File: src/rtl/core/kbw_pkg.sv
// shared types, constants and polynomial coefficients for the kaiser-bessel window block
`default_nettype none
package kbw_pkg;

	localparam int OUT_FRAC_BITS = 23;
	localparam int COEF_FRAC = 30;
	localparam int WV_W = 24;
	localparam int ACC_W = 31;
	localparam int POS_W = 32;
	localparam int QUO_W = POS_W + 1;
	localparam int DIV_STEPS = QUO_W;
	localparam int NUM_COEF = 12;
	localparam int HORNER_STEPS = NUM_COEF - 1;

	localparam logic [POS_W-1:0] W_RESET = 32'd65536;

	localparam int RND_SH = COEF_FRAC - OUT_FRAC_BITS;
	localparam logic [ACC_W:0] RND_HALF = (ACC_W + 1)'((64'd1 << RND_SH) >> 1);
	localparam logic [ACC_W:0] ONE_VAL = (ACC_W + 1)'(64'd1 << OUT_FRAC_BITS);

	localparam longint unsigned P30 = 64'd1073741824;
	localparam longint unsigned M6 = 64'd1000000;
	localparam longint unsigned T12 = 64'd1000000000000;
	localparam longint unsigned H12 = 64'd500000000000;

	// coefficient digits: integer part of value * 1e6 and the next six digits
	localparam longint unsigned KA [NUM_COEF] = '{
		64'd11479, 64'd113302, 64'd279562, 64'd306574, 64'd189110, 64'd74657,
		64'd20467, 64'd4122, 64'd635, 64'd77, 64'd7, 64'd0
	};
	localparam longint unsigned KB [NUM_COEF] = '{
		64'd934538, 64'd412440, 64'd497118, 64'd583548, 64'd616191, 64'd878794,
		64'd881364, 64'd650857, 64'd764579, 64'd465986, 64'd645586, 64'd623627
	};

	localparam logic [ACC_W-1:0] KCOEF [NUM_COEF] = '{
		ACC_W'(KA[0] * P30 / M6 + ((KA[0] * P30 % M6) * M6 + KB[0] * P30 + H12) / T12),
		ACC_W'(KA[1] * P30 / M6 + ((KA[1] * P30 % M6) * M6 + KB[1] * P30 + H12) / T12),
		ACC_W'(KA[2] * P30 / M6 + ((KA[2] * P30 % M6) * M6 + KB[2] * P30 + H12) / T12),
		ACC_W'(KA[3] * P30 / M6 + ((KA[3] * P30 % M6) * M6 + KB[3] * P30 + H12) / T12),
		ACC_W'(KA[4] * P30 / M6 + ((KA[4] * P30 % M6) * M6 + KB[4] * P30 + H12) / T12),
		ACC_W'(KA[5] * P30 / M6 + ((KA[5] * P30 % M6) * M6 + KB[5] * P30 + H12) / T12),
		ACC_W'(KA[6] * P30 / M6 + ((KA[6] * P30 % M6) * M6 + KB[6] * P30 + H12) / T12),
		ACC_W'(KA[7] * P30 / M6 + ((KA[7] * P30 % M6) * M6 + KB[7] * P30 + H12) / T12),
		ACC_W'(KA[8] * P30 / M6 + ((KA[8] * P30 % M6) * M6 + KB[8] * P30 + H12) / T12),
		ACC_W'(KA[9] * P30 / M6 + ((KA[9] * P30 % M6) * M6 + KB[9] * P30 + H12) / T12),
		ACC_W'(KA[10] * P30 / M6 + ((KA[10] * P30 % M6) * M6 + KB[10] * P30 + H12) / T12),
		ACC_W'(KA[11] * P30 / M6 + ((KA[11] * P30 % M6) * M6 + KB[11] * P30 + H12) / T12)
	};

	typedef struct packed {
		logic vld;
		logic hit;
	} tag_t;

endpackage
`default_nettype wire

File: src/rtl/core/kbw_horner_cell.sv
// one horner step: scale the accumulator by arg, then add this cell's coefficient
`default_nettype none
module kbw_horner_cell (
	input  wire logic                        clk,
	input  wire logic                        arst_n,
	input  wire logic                        en,
	input  wire logic [kbw_pkg::ACC_W-1:0]   coef,
	input  wire kbw_pkg::tag_t               prev_tag,
	input  wire logic [kbw_pkg::ACC_W-1:0]   prev_acc,
	input  wire logic [kbw_pkg::QUO_W-1:0]   prev_arg,
	output kbw_pkg::tag_t                    tag,
	output logic      [kbw_pkg::ACC_W-1:0]   acc,
	output logic      [kbw_pkg::QUO_W-1:0]   arg
);

	localparam int PROD_W = kbw_pkg::ACC_W + kbw_pkg::POS_W;

	kbw_pkg::tag_t tag_s1;
	kbw_pkg::tag_t tag_s2;
	logic [kbw_pkg::ACC_W-1:0] scaled_s1;
	logic [kbw_pkg::QUO_W-1:0] arg_s1;
	logic [kbw_pkg::ACC_W-1:0] acc_s2;
	logic [kbw_pkg::QUO_W-1:0] arg_s2;
	logic [PROD_W-1:0] prod;
	logic [kbw_pkg::ACC_W-1:0] scaled;
	logic [kbw_pkg::ACC_W:0] sum;

	always_comb begin
		prod = PROD_W'(prev_acc) * PROD_W'(prev_arg[kbw_pkg::POS_W-1:0]);
		// arg of exactly one leaves the accumulator as is
		scaled = prev_arg[kbw_pkg::POS_W] ? prev_acc : prod[PROD_W-1:kbw_pkg::POS_W];
		sum = {1'b0, coef} + {1'b0, scaled_s1};
	end

	always_ff @(posedge clk or negedge arst_n) begin
		if (!arst_n) begin
			tag_s1 <= '0;
			tag_s2 <= '0;
		end else if (en) begin
			tag_s1 <= prev_tag;
			tag_s2 <= tag_s1;
		end
	end

	always_ff @(posedge clk) begin
		if (en) begin
			scaled_s1 <= scaled;
			arg_s1 <= prev_arg;
			acc_s2 <= sum[kbw_pkg::ACC_W-1:0];
			arg_s2 <= arg_s1;
		end
	end

	assign tag = tag_s2;
	assign acc = acc_s2;
	assign arg = arg_s2;

endmodule
`default_nettype wire

File: config.mk
export PLATFORM = sky130hd
export DESIGN_NAME = kbw_horner_cell
export DESIGN_NICKNAME = d
export VERILOG_FILES = /design/src/rtl/core/kbw_pkg.sv /design/src/rtl/core/kbw_horner_cell.sv
export SDC_FILE = /design/constraint.sdc
export NUM_CORES = 2
export LEC_CHECK = 0
export ABC_AREA = 0
export BUFFER_PORTS_ARGS = -buffer_cell sky130_fd_sc_hd__buf_2
export CAP_MARGIN = 5
export CORE_ASPECT_RATIO = 1.5
export CORE_UTILIZATION = 42
export CTS_CLUSTER_DIAMETER = 120
export CTS_CLUSTER_SIZE = 12
export DETAILED_ROUTE_END_ITERATION = 6
export PLACE_DENSITY = 0.6
export SYNTH_ARGS = -nofsm -noshare
export SYNTH_HDL_FRONTEND = slang
export SYNTH_SLANG_ARGS = --single-unit
File: constraint.sdc
create_clock -name clk -period 2.65 [get_ports clk]
set_input_delay 0.1325 -clock clk [delete_from_list [all_inputs] [get_ports clk]]
set_output_delay 0.1325 -clock clk [all_outputs]
set_load 0.02 [all_outputs]
==> results.md <==
* Synth Area in Compound Gates at 5.061%
* Max stage delay cell, worst path: fa_2
* Hold path depth at 2
* Worst reg-to-reg path cell count at 14
* Starting Density at 42.66%
* Share of the yosys chip area belonging to registers at a little over a tenth
* Layout cells sized above 1 at 21.83%
* Mapped Area at 36990 um2
* Crit. End Element: flop
* Commonest non-fill, non-tap cell in the layout: fa_1
* 1st-pass router iterations at 5
* Most frequent cells in the layout: 809 x fa_1, 775 x inv_1, 529 x nand2_1
* CP max FO at 8
* Slew margin rel. at roughly half
* Mapped Cells at 3823
* Dpl hpwl at 94240 um
* Data required time of the worst path at ~2.9 ns
* Setup ws final at -4.474 ns
* Die H at 365.5 um
* FMAX at 140.4 MHz
* Hold_sp: prev_arg[20]
* Clock Path Buffers at 2
* Post-Synth Simple-Gate Area at 16.11%
* Synth Area in Adders at 56.45%
* Pins Over Slew Limit at 0
* Netlist cell types at 60
* Total CTS buffers at 17
* Number of synthesized flops with an enable pin at 128
* Drt drc at 0
* Setup Crit Path Kind: in2reg
* GRT Util Overall at 25.77%
* Post-Syn Nets at 5072
* R2r setup slk at -0.41 ns
* Io pins at 166
* CP Launch Type: input pin
* Minimum clock period at 7.124 ns
* Clock Latency Late Sink at approximately 0.51 ns
* CP max stage delay at about 0.60 ns
* Post-Synth XOR/XNOR Area at 1.302%
* Largest net degree at the start of global routing at 50
* Vias at 27.81k
* GRT overflow at 0
* Root buf cell: clkbuf_16
* Area of placed instances at 42340 um2
* Max-Cap Viols at 0
* Fillers at 8009
* # port buffers at 165
* Main synth FF type: edfxtp_1
* GP Congestion at approximately 0.9
* DR iter-0 viols at 1264
* Yosys warns at 0
* Htree depth at 4
* WHS Endpoint: arg_s1[20]$_DFFE_PP_
* Final hold slack at 0.06116 ns
* Final wirelength at 110000 um
* RSZ-0062 raised after global routing: yes
* Syn_area_per_cell at between 9 and 10 um2
* Largest family of logic cells by synthesized area: adder cells
* DR WL/cell at 20.21 um
* Via density per instance at between 5 and 6
* Post-synthesis mux area share at less than 1%
* Outcome: complete, but fails checks
* Async SR Flop Fraction at 3.030%
* Initial antenna violation count at 6
* Most frequent CP cell: fa_1
* Die Span X at 244.3 um
* Reg clk slew, reported paths at 0.07 ns
* Tcrit/Tclk final at 268.8%
* Number of global-route vias before repair at between 30k and 40k
* Slew @ Worst Pin at 0.7233 ns
* Worst endpoint data arrival time at around 7.3 ns
* Worst R2R End: acc[24]$_DFFE_PP_
* Synthesis-to-finish area growth at 21.09%
* Routed Antenna Nets at 0
* Final hold violations at 0
* Synthesized flop and latch total at 132
* Failing checks: setup timing
* Placed insts at 5368
* First-pass GRT wire length at 171300 um
* CTS tree: yes
* Clock Sink Count at 132
* Setup TNS at -126.85 ns
* Final Cell Area at 44790 um2
* Clk_skew at 0.02311 ns
* Rows at ~130
* Final std cells w/o fill at 5444
* Setup violators final at 40
* Nets at 5538
* Core region area at 86710 um2
* Hold crit path type: in2reg
* Full die area at 89280 um2
* Worst flop-to-flop path startpoint: scaled_s1[0]$_DFFE_PP_
[registers in the layout (all words and copies together) (netlist names)]
| register | cells |
|---|---|
| tag_s1 | 2 |
| arg_s1 | 33 |
| scaled_s1 | 31 |
| acc | 31 |
| arg | 33 |
| tag | 2 |
[per-layer routing]
| metal | GRT usage, % | vias up | part of all wire, % |
|---|---|---|---|
| met1 | 24.69 | 14439 | 32 |
| met5 | 0 | - | 0.012 |
| met3 | 2.439 | 325 | 2.9 |
| met4 | 18.20 | 2 | 8.1 |
| met2 | 50.85 | 686 | 57 |
| li1 | - | 12358 | - |
[cell usage after synthesis, drive strengths merged, types with 6 or more instances]
cell,count,area share (%)
fa,866,47
inv,806,8.2
nand2,534,5.4
and2,522,8.8
ha,283,9.6
clkbuf,204,2.1
edfxtp,128,10
a21oi,79,1.1
o21ai,71,0.99
nor2,45,0.46
xnor2,42,0.99
a21o,40,0.81
nand4,17,0.29
a211oi,15,0.30
o21a,14,0.28
nor3,13,0.18
xor2,13,0.31
o21bai,12,0.24
nand3,10,0.14
o211ai,10,0.20
and3,9,0.16
nor2b,9,0.15
nand2b,6,0.10
[worst max-delay path by stage]
stage / from / end / slack [ns] / cells past startpoint
after CTS: prev_arg[9] / scaled_s1[17]$_DFFE_PP_ / -4.42 / 25
final: prev_arg[14] / scaled_s1[25]$_DFFE_PP_ / -4.47 / 25
after global placement: prev_arg[11] / scaled_s1[20]$_DFFE_PP_ / -5.21 / 25
after detailed placement: prev_arg[11] / scaled_s1[20]$_DFFE_PP_ / -5.26 / 25
after global routing: prev_arg[14] / scaled_s1[25]$_DFFE_PP_ / -4.56 / 25
after floorplan: prev_acc[6] / scaled_s1[21]$_DFFE_PP_ / -4.23 / 24
[cell type report]
cell class / count / area [um2] / share of cell area [%]
Clock inverter: 15 / 209.0 / 0.4666
Multi-Input combinational cell: 2680 / 30410 / 67.91
Clock buffer: 17 / 425.4 / 0.9499
Tap cell: 1139 / 1425 / 3.182
Sequential cell: 132 / 3944 / 8.806
Timing Repair Buffer: 652 / 5335 / 11.91
Antenna cell: 3 / 7.507 / 0.01676
Inverter: 806 / 3025 / 6.755
[critical path: cells and delay by family]
kind                     cells  cell delay (ns)
buffers and inverters        5             0.50
adder cells (fa/ha/maj)      9             4.42
XOR/XNOR                     1             0.19
AND/OR/NAND/NOR              3             0.76
AO/OA/AOI/OAI                7             1.29
[timing repair]
action                                  CTS  global route
hold endpoints to repair                 10             0
buffers inserted                         26            14
endpoints found under the setup margin   44            42
pin swaps                               160           157
resized for setup                       234           169
hold buffers                              8             0
[cell families after synthesis]
logic type | count (synthesis)
AND/OR/NAND/NOR | 1184
adder cells (fa/ha/maj) | 1149
buffers and inverters | 1011
AO/OA/AOI/OAI | 287
flip-flops | 132
XOR/XNOR | 55
multiplexers | 5
[stage by stage]
step / util [%] / setup slack (ns)
finish: 51.65 / -4.474
global route: 51.65 / -4.557
CTS: 50.81 / -4.416
floorplan: - / -4.227
global placement: 48.83 / -5.214
detailed placement: 48.83 / -5.265
Power is left out: the tool's default activity adds up to more than one toggle a clock period on the data nets, which glitch-free logic cannot reach.
